<file path="config.mk">
export PLATFORM = sky130hd
export DESIGN_NAME = lcd_nibble_bus_sequencer_flat
export DESIGN_NICKNAME = d
export VERILOG_FILES = /design/src/rtl/lnbs_pkg.sv /design/src/rtl/lnbs_if.sv /design/src/rtl/lnbs_csr.sv /design/src/rtl/lnbs_step.sv /design/src/rtl/lcd_nibble_bus_sequencer.sv /design/src/flat_wrapper.sv
export VERILOG_INCLUDE_DIRS = /design/src /design/src/rtl
export SDC_FILE = /design/constraint.sdc
export NUM_CORES = 1
export LEC_CHECK = 0
export BUFFER_PORTS_ARGS = -buffer_cell sky130_fd_sc_hd__clkbuf_2
export CORE_MARGIN = 2
export CORE_UTILIZATION = 60
export DETAILED_ROUTE_END_ITERATION = 8
export PLACE_DENSITY = 0.86
export SYNTH_ARGS = -nofsm -noshare
export SYNTH_HDL_FRONTEND = slang
export SYNTH_SLANG_ARGS = --single-unit
</file>
<file path="constraint.sdc">
create_clock -name clock -period 10.3 [get_ports clock]
set_input_delay 2.06 -clock clock [delete_from_list [all_inputs] [get_ports clock]]
set_output_delay 2.06 -clock clock [all_outputs]
set_load 0.1 [all_outputs]
</file>
<file path="src/rtl/lcd_nibble_bus_sequencer_assert.svh">
// ----------------------------------------------------------------------------
// LCD nibble-bus sequencer assertion macros
// Shared concurrent assertion forms for the sequencer RTL.
// ----------------------------------------------------------------------------
`ifndef LCD_NIBBLE_BUS_SEQUENCER_ASSERT_SVH
`define LCD_NIBBLE_BUS_SEQUENCER_ASSERT_SVH

// Same-cycle implication, disabled during reset.
`define LNBS_ASSERT_IMPLIES(lbl, clk, rst, ante, cons, msg) \
   lbl: assert property (@(posedge clk) disable iff (rst) (ante) |-> (cons)) else $error(msg);

// Next-cycle implication, disabled during reset.
`define LNBS_ASSERT_NEXT(lbl, clk, rst, ante, cons, msg) \
   lbl: assert property (@(posedge clk) disable iff (rst) (ante) |=> (cons)) else $error(msg);

`endif

</file>
<file path="src/rtl/lnbs_pkg.sv">
// ----------------------------------------------------------------------------
// LCD nibble-bus sequencer package
// Types, codes and constants shared by the sequencer modules.
// ----------------------------------------------------------------------------
`timescale 1ns / 1ps

package lnbs_pkg;

   localparam int unsigned MODE_W   = 3;
   localparam int unsigned DATA_W   = 8;
   localparam int unsigned DELAY_W  = 16;
   localparam int unsigned LAP_W    = 3;
   localparam int unsigned ACTION_W = 2;
   localparam int unsigned TIMER_W  = 17;
   localparam int unsigned CSR_IDX_W = 2;

   // Request modes
   localparam logic [MODE_W-1:0] MODE_CMD    = 3'd0;
   localparam logic [MODE_W-1:0] MODE_ACCEPT = 3'd1;
   localparam logic [MODE_W-1:0] MODE_REFUSE = 3'd2;
   localparam logic [MODE_W-1:0] MODE_DONE   = 3'd3;
   localparam logic [MODE_W-1:0] MODE_EXPIRE = 3'd4;

   // Register indexes
   localparam logic [CSR_IDX_W-1:0] CSR_BACKLIGHT = 2'd0;
   localparam logic [CSR_IDX_W-1:0] CSR_ENABLE    = 2'd1;
   localparam logic [CSR_IDX_W-1:0] CSR_SETTLE    = 2'd2;
   localparam logic [CSR_IDX_W-1:0] CSR_RETRY     = 2'd3;

   // Register reset values
   localparam logic                 BACKLIGHT_RST = 1'b1;
   localparam logic [DELAY_W-1:0]   ENABLE_RST    = 16'd1;
   localparam logic [DELAY_W-1:0]   SETTLE_RST    = 16'd50;
   localparam logic [DELAY_W-1:0]   RETRY_RST     = 16'd100;

   // Expander byte masks
   localparam logic [DATA_W-1:0] NIBBLE_HI_MASK = 8'hF0;
   localparam logic [DATA_W-1:0] BIT_EN         = 8'h04;

   typedef enum logic [1:0] {
      PH_READY   = 2'd0,
      PH_TIMEOUT = 2'd1,
      PH_SENDING = 2'd2,
      PH_RETRY   = 2'd3
   } phase_type;

   typedef enum logic [ACTION_W-1:0] {
      ACT_NONE  = 2'd0,
      ACT_SEND  = 2'd1,
      ACT_TIMER = 2'd2,
      ACT_READY = 2'd3
   } action_type;

   typedef struct packed {
      logic                 backlight_on;
      logic [DELAY_W-1:0]   enable_delay;
      logic [DELAY_W-1:0]   settle_delay;
      logic [DELAY_W-1:0]   retry_delay;
   } cfg_type;

   typedef struct packed {
      logic [MODE_W-1:0]    mode;
      logic [DATA_W-1:0]    cmd_data;
      logic [DELAY_W-1:0]   cmd_delay;
      logic                 cmd_rs;
      logic [LAP_W-1:0]     cmd_laps;
   } item_type;

   typedef struct packed {
      phase_type            phase;
      logic [LAP_W-1:0]     lap;
      logic [DATA_W-1:0]    shadow_byte;
      logic [TIMER_W-1:0]   pending_wait;
      logic [DATA_W-1:0]    held_data;
      logic [DELAY_W-1:0]   held_delay;
   } seq_state_type;

   typedef struct packed {
      action_type           action;
      logic [DATA_W-1:0]    bus_byte;
      logic [TIMER_W-1:0]   timer_value;
      logic                 dropped;
   } result_type;

endpackage

</file>
<file path="src/rtl/lnbs_if.sv">
// ----------------------------------------------------------------------------
// LCD nibble-bus sequencer channels
// Valid/ready request and response channels with their payloads.
// ----------------------------------------------------------------------------
`timescale 1ns / 1ps

interface lnbs_req_if
   import lnbs_pkg::*;
();
   logic                 valid;
   logic                 ready;
   logic [MODE_W-1:0]    mode;
   logic [DATA_W-1:0]    cmd_data;
   logic [DELAY_W-1:0]   cmd_delay;
   logic                 cmd_rs;
   logic [LAP_W-1:0]     cmd_laps;

   modport source (output valid, mode, cmd_data, cmd_delay, cmd_rs, cmd_laps,
                   input ready);
   modport sink   (input valid, mode, cmd_data, cmd_delay, cmd_rs, cmd_laps,
                   output ready);
endinterface

interface lnbs_rsp_if
   import lnbs_pkg::*;
();
   logic                 valid;
   logic                 ready;
   logic [ACTION_W-1:0]  action;
   logic [DATA_W-1:0]    bus_byte;
   logic [TIMER_W-1:0]   timer_value;
   logic                 dropped;

   modport source (output valid, action, bus_byte, timer_value, dropped,
                   input ready);
   modport sink   (input valid, action, bus_byte, timer_value, dropped,
                   output ready);
endinterface

</file>
<file path="src/rtl/lnbs_csr.sv">
// ----------------------------------------------------------------------------
// LCD nibble-bus sequencer configuration registers
// Write-only register file for backlight and timing values.
// ----------------------------------------------------------------------------
`timescale 1ns / 1ps

module lnbs_csr
   import lnbs_pkg::*;
(
   input  logic                  clock,
   input  logic                  reset,
   input  logic                  csr_we,
   input  logic [CSR_IDX_W-1:0]  csr_index,
   input  logic [DELAY_W-1:0]    csr_wdata,
   output cfg_type               cfg
);

   cfg_type cfg_ff;
   cfg_type cfg_in;

   always_comb begin
      cfg_in = cfg_ff;
      if (csr_we) begin
         unique case (csr_index)
            CSR_BACKLIGHT: cfg_in.backlight_on = csr_wdata[0];
            CSR_ENABLE:    cfg_in.enable_delay = csr_wdata;
            CSR_SETTLE:    cfg_in.settle_delay = csr_wdata;
            CSR_RETRY:     cfg_in.retry_delay  = csr_wdata;
            default:       cfg_in = cfg_ff;
         endcase
      end
   end

   always_ff @(posedge clock) begin
      if (reset) begin
         cfg_ff.backlight_on <= BACKLIGHT_RST;
         cfg_ff.enable_delay <= ENABLE_RST;
         cfg_ff.settle_delay <= SETTLE_RST;
         cfg_ff.retry_delay  <= RETRY_RST;
      end else begin
         cfg_ff <= cfg_in;
      end
   end

   assign cfg = cfg_ff;

endmodule

</file>
<file path="src/rtl/lnbs_step.sv">
// ----------------------------------------------------------------------------
// LCD nibble-bus sequencer step logic
// Decides the result and next sequencer state for one request.
// ----------------------------------------------------------------------------
`timescale 1ns / 1ps

module lnbs_step
   import lnbs_pkg::*;
(
   input  item_type       item,
   input  seq_state_type  cur,
   input  cfg_type        cfg,
   output seq_state_type  nxt,
   output result_type     res
);

   // Build the expander byte and wait for the lap held in s.lap.
   function automatic seq_state_type prepare_lap(seq_state_type s, cfg_type c);
      seq_state_type t;
      t = s;
      case (s.lap) inside
         3'd5: begin
            t.shadow_byte  = s.shadow_byte | (s.held_data & NIBBLE_HI_MASK);
            t.pending_wait = '0;
         end
         3'd2: begin
            t.shadow_byte  = {s.held_data[3:0], s.shadow_byte[3:0]};
            t.pending_wait = '0;
         end
         3'd4, 3'd1: begin
            t.shadow_byte  = s.shadow_byte | BIT_EN;
            t.pending_wait = {1'b0, c.enable_delay};
         end
         3'd3: begin
            t.shadow_byte  = s.shadow_byte & ~BIT_EN;
            t.pending_wait = {1'b0, c.settle_delay};
         end
         3'd0: begin
            t.shadow_byte  = s.shadow_byte & ~BIT_EN;
            t.pending_wait = {1'b0, c.settle_delay} + {1'b0, s.held_delay};
         end
         // laps six and seven resend the byte as it stands
         default: t.pending_wait = '0;
      endcase
      t.phase = PH_RETRY;
      return t;
   endfunction

   seq_state_type started;
   seq_state_type stepped;
   logic          empty_cmd;

   assign empty_cmd = (item.cmd_data == '0) && (item.cmd_delay == '0) &&
                      !item.cmd_rs && (item.cmd_laps == '0);

   always_comb begin
      started             = cur;
      started.held_data   = item.cmd_data;
      started.held_delay  = item.cmd_delay;
      started.lap         = item.cmd_laps;
      started.shadow_byte = {4'b0000, cfg.backlight_on, 2'b00, item.cmd_rs};
   end

   always_comb begin
      stepped     = cur;
      stepped.lap = cur.lap - LAP_W'(1);
   end

   always_comb begin
      nxt             = cur;
      res.action      = ACT_NONE;
      res.bus_byte    = '0;
      res.timer_value = '0;
      res.dropped     = 1'b0;
      unique case (item.mode)
         MODE_CMD: begin
            if (cur.phase != PH_READY) begin
               res.dropped = 1'b1;
            end else if (empty_cmd) begin
               res.action = ACT_READY;
            end else if (item.cmd_data == '0) begin
               nxt             = started;
               nxt.lap         = '0;
               nxt.phase       = PH_TIMEOUT;
               res.action      = ACT_TIMER;
               res.timer_value = {1'b0, item.cmd_delay};
            end else begin
               nxt          = prepare_lap(started, cfg);
               res.action   = ACT_SEND;
               res.bus_byte = nxt.shadow_byte;
            end
         end
         MODE_ACCEPT: begin
            if (cur.phase == PH_RETRY) nxt.phase = PH_SENDING;
         end
         MODE_REFUSE: begin
            if (cur.phase == PH_RETRY) begin
               res.action      = ACT_TIMER;
               res.timer_value = {1'b0, cfg.retry_delay};
            end
         end
         MODE_DONE: begin
            if (cur.phase == PH_SENDING) begin
               if (cur.pending_wait != '0) begin
                  nxt.phase       = PH_TIMEOUT;
                  res.action      = ACT_TIMER;
                  res.timer_value = cur.pending_wait;
               end else if (cur.lap == '0) begin
                  nxt.phase  = PH_READY;
                  res.action = ACT_READY;
               end else begin
                  nxt          = prepare_lap(stepped, cfg);
                  res.action   = ACT_SEND;
                  res.bus_byte = nxt.shadow_byte;
               end
            end
         end
         MODE_EXPIRE: begin
            if (cur.phase == PH_RETRY) begin
               res.action   = ACT_SEND;
               res.bus_byte = cur.shadow_byte;
            end else if (cur.phase == PH_TIMEOUT) begin
               if (cur.lap != '0) begin
                  nxt          = prepare_lap(stepped, cfg);
                  res.action   = ACT_SEND;
                  res.bus_byte = nxt.shadow_byte;
               end else begin
                  nxt.phase  = PH_READY;
                  res.action = ACT_READY;
               end
            end
         end
         default: nxt = cur;
      endcase
   end

endmodule

</file>
<file path="src/rtl/lcd_nibble_bus_sequencer.sv">
// ----------------------------------------------------------------------------
// LCD nibble-bus sequencer
// Drives a character LCD in 4-bit mode through an 8-bit bus expander.
// ----------------------------------------------------------------------------
// Channel   Direction  Handshake       Payload
// req_ch    in         valid / ready   mode, cmd_data, cmd_delay, cmd_rs, cmd_laps
// rsp_ch    out        valid / ready   action, bus_byte, timer_value, dropped
// csr_*     in         csr_we          csr_index, csr_wdata (write only)
//
// A request passes through the request register, then one pass of step logic
// into the response register, which also updates state.
// A new request is taken every cycle while the response side keeps up.
// When rsp_ch stalls, the staged request holds and req_ch.ready drops.
// Reset is synchronous; it loads the register defaults and the ready phase.
// ----------------------------------------------------------------------------
`timescale 1ns / 1ps

`include "lcd_nibble_bus_sequencer_assert.svh"

module lcd_nibble_bus_sequencer
   import lnbs_pkg::*;
(
   input  logic                  clock,
   input  logic                  reset,
   lnbs_req_if.sink              req_ch,
   lnbs_rsp_if.source            rsp_ch,
   input  logic                  csr_we,
   input  logic [CSR_IDX_W-1:0]  csr_index,
   input  logic [DELAY_W-1:0]    csr_wdata
);

   cfg_type        cfg;
   item_type       item_ff;
   logic           item_valid_ff;
   logic           item_valid_in;
   seq_state_type  state_ff;
   seq_state_type  state_in;
   seq_state_type  step_nxt;
   result_type     step_res;
   result_type     rsp_ff;
   logic           rsp_valid_ff;
   logic           rsp_valid_in;
   logic           advance;
   logic           take;

   lnbs_csr u_csr (
      .clock     (clock),
      .reset     (reset),
      .csr_we    (csr_we),
      .csr_index (csr_index),
      .csr_wdata (csr_wdata),
      .cfg       (cfg)
   );

   lnbs_step u_step (
      .item (item_ff),
      .cur  (state_ff),
      .cfg  (cfg),
      .nxt  (step_nxt),
      .res  (step_res)
   );

   // Move the staged request into the response register when it is free.
   assign advance       = item_valid_ff && (!rsp_valid_ff || rsp_ch.ready);
   assign req_ch.ready  = !item_valid_ff || advance;
   assign take          = req_ch.valid && req_ch.ready;
   assign item_valid_in = take || (item_valid_ff && !advance);
   assign rsp_valid_in  = advance || (rsp_valid_ff && !rsp_ch.ready);
   assign state_in      = advance ? step_nxt : state_ff;

   always_ff @(posedge clock) begin
      if (reset) begin
         item_valid_ff <= 1'b0;
         rsp_valid_ff  <= 1'b0;
         state_ff      <= '{phase: PH_READY, default: '0};
      end else begin
         item_valid_ff <= item_valid_in;
         rsp_valid_ff  <= rsp_valid_in;
         state_ff      <= state_in;
      end
   end

   always_ff @(posedge clock) begin
      if (take) begin
         item_ff.mode      <= req_ch.mode;
         item_ff.cmd_data  <= req_ch.cmd_data;
         item_ff.cmd_delay <= req_ch.cmd_delay;
         item_ff.cmd_rs    <= req_ch.cmd_rs;
         item_ff.cmd_laps  <= req_ch.cmd_laps;
      end
      if (advance) begin
         rsp_ff <= step_res;
      end
   end

   assign rsp_ch.valid       = rsp_valid_ff;
   assign rsp_ch.action      = rsp_ff.action;
   assign rsp_ch.bus_byte    = rsp_ff.bus_byte;
   assign rsp_ch.timer_value = rsp_ff.timer_value;
   assign rsp_ch.dropped     = rsp_ff.dropped;

   `LNBS_ASSERT_IMPLIES(a_ready_lap_zero, clock, reset,
      state_ff.phase == PH_READY, state_ff.lap == '0, "ready phase with nonzero lap")
   `LNBS_ASSERT_IMPLIES(a_no_advance_on_stall, clock, reset,
      rsp_valid_ff && !rsp_ch.ready, !advance, "response overwritten while stalled")
   `LNBS_ASSERT_IMPLIES(a_byte_only_on_send, clock, reset,
      rsp_valid_ff && rsp_ff.action != ACT_SEND, rsp_ff.bus_byte == '0, "stray bus byte")
   `LNBS_ASSERT_IMPLIES(a_timer_only_on_start, clock, reset,
      rsp_valid_ff && rsp_ff.action != ACT_TIMER, rsp_ff.timer_value == '0,
      "stray timer value")
   `LNBS_ASSERT_IMPLIES(a_dropped_no_action, clock, reset,
      rsp_valid_ff && rsp_ff.dropped, rsp_ff.action == ACT_NONE, "dropped with action")
   `LNBS_ASSERT_NEXT(a_state_holds_idle, clock, reset,
      !advance, state_ff == $past(state_ff), "state changed without a request")

endmodule
</file>
<file path="src/flat_wrapper.sv">
// flat-port wrapper written by rule: the top's interface ports become plain ports
module lcd_nibble_bus_sequencer_flat import lnbs_pkg::*;
  (clock, reset, csr_we, csr_index, csr_wdata, req_ch_valid, req_ch_mode, req_ch_cmd_data, req_ch_cmd_delay, req_ch_cmd_rs, req_ch_cmd_laps, req_ch_ready, rsp_ch_valid, rsp_ch_action, rsp_ch_bus_byte, rsp_ch_timer_value, rsp_ch_dropped, rsp_ch_ready);
  lnbs_req_if req_ch_i ();
  lnbs_rsp_if rsp_ch_i ();
  input  logic clock;
  input  logic reset;
  input  logic csr_we;
  input  logic [CSR_IDX_W-1:0] csr_index;
  input  logic [DELAY_W-1:0] csr_wdata;
  input wire logic [$bits(req_ch_i.valid)-1:0] req_ch_valid;
  input wire logic [$bits(req_ch_i.mode)-1:0] req_ch_mode;
  input wire logic [$bits(req_ch_i.cmd_data)-1:0] req_ch_cmd_data;
  input wire logic [$bits(req_ch_i.cmd_delay)-1:0] req_ch_cmd_delay;
  input wire logic [$bits(req_ch_i.cmd_rs)-1:0] req_ch_cmd_rs;
  input wire logic [$bits(req_ch_i.cmd_laps)-1:0] req_ch_cmd_laps;
  output wire logic [$bits(req_ch_i.ready)-1:0] req_ch_ready;
  output wire logic [$bits(rsp_ch_i.valid)-1:0] rsp_ch_valid;
  output wire logic [$bits(rsp_ch_i.action)-1:0] rsp_ch_action;
  output wire logic [$bits(rsp_ch_i.bus_byte)-1:0] rsp_ch_bus_byte;
  output wire logic [$bits(rsp_ch_i.timer_value)-1:0] rsp_ch_timer_value;
  output wire logic [$bits(rsp_ch_i.dropped)-1:0] rsp_ch_dropped;
  input wire logic [$bits(rsp_ch_i.ready)-1:0] rsp_ch_ready;
  assign req_ch_i.valid = req_ch_valid;
  assign req_ch_i.mode = req_ch_mode;
  assign req_ch_i.cmd_data = req_ch_cmd_data;
  assign req_ch_i.cmd_delay = req_ch_cmd_delay;
  assign req_ch_i.cmd_rs = req_ch_cmd_rs;
  assign req_ch_i.cmd_laps = req_ch_cmd_laps;
  assign req_ch_ready = req_ch_i.ready;
  assign rsp_ch_valid = rsp_ch_i.valid;
  assign rsp_ch_action = rsp_ch_i.action;
  assign rsp_ch_bus_byte = rsp_ch_i.bus_byte;
  assign rsp_ch_timer_value = rsp_ch_i.timer_value;
  assign rsp_ch_dropped = rsp_ch_i.dropped;
  assign rsp_ch_i.ready = rsp_ch_ready;
  lcd_nibble_bus_sequencer u_core (.clock(clock), .reset(reset), .req_ch(req_ch_i), .rsp_ch(rsp_ch_i), .csr_we(csr_we), .csr_index(csr_index), .csr_wdata(csr_wdata));
endmodule
</file>
==> reports/results.txt <==
Synth Flop Type: dfxtp_1
design area: 9740 um^2
first-pass iteration count of the detailed router: 9
total grt overflow: 0
Adder-Cell Fraction of Synth Area: 5.76%
violated checks: design-rule violations
dominant cell type by area after synthesis: dfxtp_1
xor/xnor share of the synthesized area: 3.01%
Avg Cell Area, Syn: 8.76 um^2
Yosys reg bits: 163
setup TNS: 0 ps
Synth async-reset ratio: 0%
pwr dens: 152 nW/um^2
Max VDD drop: 0.107 mV
GP Congestion: 0.953
Crit path max-delay family: buffers and inverters
layout cells sized above 1: 13.5%
Slew Viols, Final: 0
number of diodes: 0
synth unique cells: 72
TritonCTS clock tree: built
number of CTS-inserted buffers: 17
crit-path max FO: 4
core area: 14400 um^2
Tot GR Track Use: 30.6%
Initial DRC Count: 1202
total number of vias: 8118
number of synthesis warnings: 0
fin crit period: 4940 ps
HP Class: register to register
Net Count, Synth: 1089
critical path, cell by cell: clkbuf_2 -> nor2b_1 -> nand2_1 -> clkbuf_2
Starting Density: 60.8%
Worst path max stage delay: 380 ps
run status: finished, violations left
compound-cell area share of the yosys netlist: 22.6%
area delta synth->final: 11.6%
EDFF count, synth: 59
CP bufs+invs: 2
die area: 15500 um^2
NumNets Final: 1143
Worst EP required: 8240 ps
htree depth: 4
routed wire length: 24000 um
Worst setup SP type: primary input
DIE WIDTH: 125 um
input/output buffers: 83
leading cell type in the layout, fill and taps excluded: nand2_1
top cells by area, synth: dfxtp_1 (24%), edfxtp_1 (20%), nand2_1 (8.3%), a21oi_1 (6.4%), ha_1 (5.3%)
clock sinks: 163
final hold slack: 457 ps
CTS hold repair buffers: 0
root buf cell: clkbuf_16
placed cell areas: 9200 um^2
Routed Antenna Nets: 0
Crit. End Element: output pin
endpoints failing hold: 0
Die Span Y: 125 um
RSZ-0062 raised after global routing: no
first-pass GRT wire length: 38000 um
clk buf depth: 2
CTS resizes: 0
commonest cells after routing, fill and taps aside: nand2_1 (192), a21oi_1 (112), dfxtp_1 (104), clkbuf_2 (82), nor2_1 (76)
Max Freq: 202 MHz
vias per cell: 6.51
row count: 44
number of global-route vias before repair: 7413
leak pwr: 0.00377 uW
Data arrival, critical path: 2880 ps
final std cells w/o fill: 1247
Crit path top cell by count: clkbuf_2
Netlist Area Pre-Place: 8730 um^2
# setup viols final: 0
Synth Area in Simple Gates: 19.4%
clock latency on the worst-skew pair: 440 ps
skew final: 8.16 ps
routed len/inst: 19.2 um
largest family of logic cells by synthesized area: compound AO/OA/AOI/OAI gates
DRC viols: 13
Rel. slew slack: 11.6%
Post-CTS Setup Bufs: 0
Max-Cap Viols: 0
Slew @ Worst Pin: 1320 ps
Ports: 84
Placed Instances: 1215
CP Class: primary input to output pin
register area share after synthesis: 44.1%
period utilization: 48.0%
initial antenna violation count: 0
crit path max-delay cell type: clkbuf_2
Worst-path clk slew: 70 ps
DP HPWL: 16900 um
largest net degree at the start of global routing: 109
multiplexer share of the synthesized area: 1.20%
Synth top area share: 23.8%
cells after synthesis: 996
synthesized netlist by cell type (all sizes together), types with 7 or more instances:
cell and n:
a211oi 11, a21o 12, a21oi 113, a221oi 16, a222oi 17, a22oi 9, and2 10, buf 18
clkbuf 37, dfxtp 104, edfxtp 59, ha 37, inv 27, nand2 192, nand3 11, nand3b 12
nor2 77, nor2b 10, nor3 28, nor4 8, o211ai 9, o21ai 40, o21bai 9, o22ai 7
xnor2 16, xor2 14
kinds of logic (layout without fill, tap and decap cells):
| family | count (synthesis) | after routing |
|---|---|---|
| simple gates | 377 | 377 |
| compound gates | 294 | 294 |
| flops | 163 | 163 |
| buf+inv | 82 | 149 |
| fa+ha+maj | 39 | 39 |
| xor+xnor | 30 | 30 |
| mux | 10 | 10 |
| other cells | 1 | 1 |
power breakdown:
| part | switching, uW | total [uW] | internal, uW |
|---|---|---|---|
| Sequential | 27.1 | 716 | 689 |
| Clock | 280 | 594 | 315 |
| Combinational | 119 | 171 | 52.2 |
| Total | 426 | 1480 | 1060 |
state kept, by name (all words and copies together), names as in the netlist:
name                       cells
u_core.rsp_ch.bus_byte         8
u_core.item_ff                31
u_core.u_csr.cfg              49
u_core.state_ff               53
u_core.rsp_ch.valid            1
u_core.item_valid_ff           1
u_core.rsp_ch.timer_value     17
u_core.rsp_ch.dropped          1
u_core.rsp_ch.action           2
metal layers:
metal / routed length, um / global-route usage, % / share of wire (%)
met1: 9660 / 42.7 / 40
met4: 809 / 12.6 / 3.4
met5: 0 / 0 / 0
met3: 3130 / 7.90 / 13
met2: 10400 / 45.4 / 43
tightest hold or removal path, delay by kind of cell, from the launching register on:
family | cells | cell delay (ps)
AO/OA/AOI/OAI | 1 | 50
flip-flops | 1 | 310
AND/OR/NAND/NOR | 1 | 50
through the flow:
| step | utilization [%] | total power [uW] | setup WS [ps] |
|---|---|---|---|
| floorplan | - | 844 | 5400 |
| global placement | 64.0 | 889 | 5400 |
| detailed placement | 64.0 | 893 | 5350 |
| CTS | 67.8 | 1480 | 5350 |
| global route | 67.8 | 1520 | 5310 |
| finish | 67.8 | 1480 | 5360 |
worst paths after layout:
path / start / to / cells after the start / slack [ps]
worst max register to register: u_core.state_ff[25] / u_core.state_ff[39] / 7 / 7080
worst max-delay path: rsp_ch_ready / req_ch_ready / 4 / 5360
worst min-delay path: u_core.u_csr.cfg[15] / u_core.u_csr.cfg[15] / 2 / 460
worst min register to register: u_core.u_csr.cfg[15] / u_core.u_csr.cfg[15] / 2 / 460
final cells by class:
type / instances / area (um^2)
fill: 1135 / 4630
sequential: 163 / 3850
clock buffer: 17 / 425
inverter: 27 / 101
multi-input combinational: 751 / 4540
tap: 184 / 230
clock inverter: 15 / 121
timing repair buffer: 90 / 470
No activity file was read; power rests on OpenSTA's default activity.
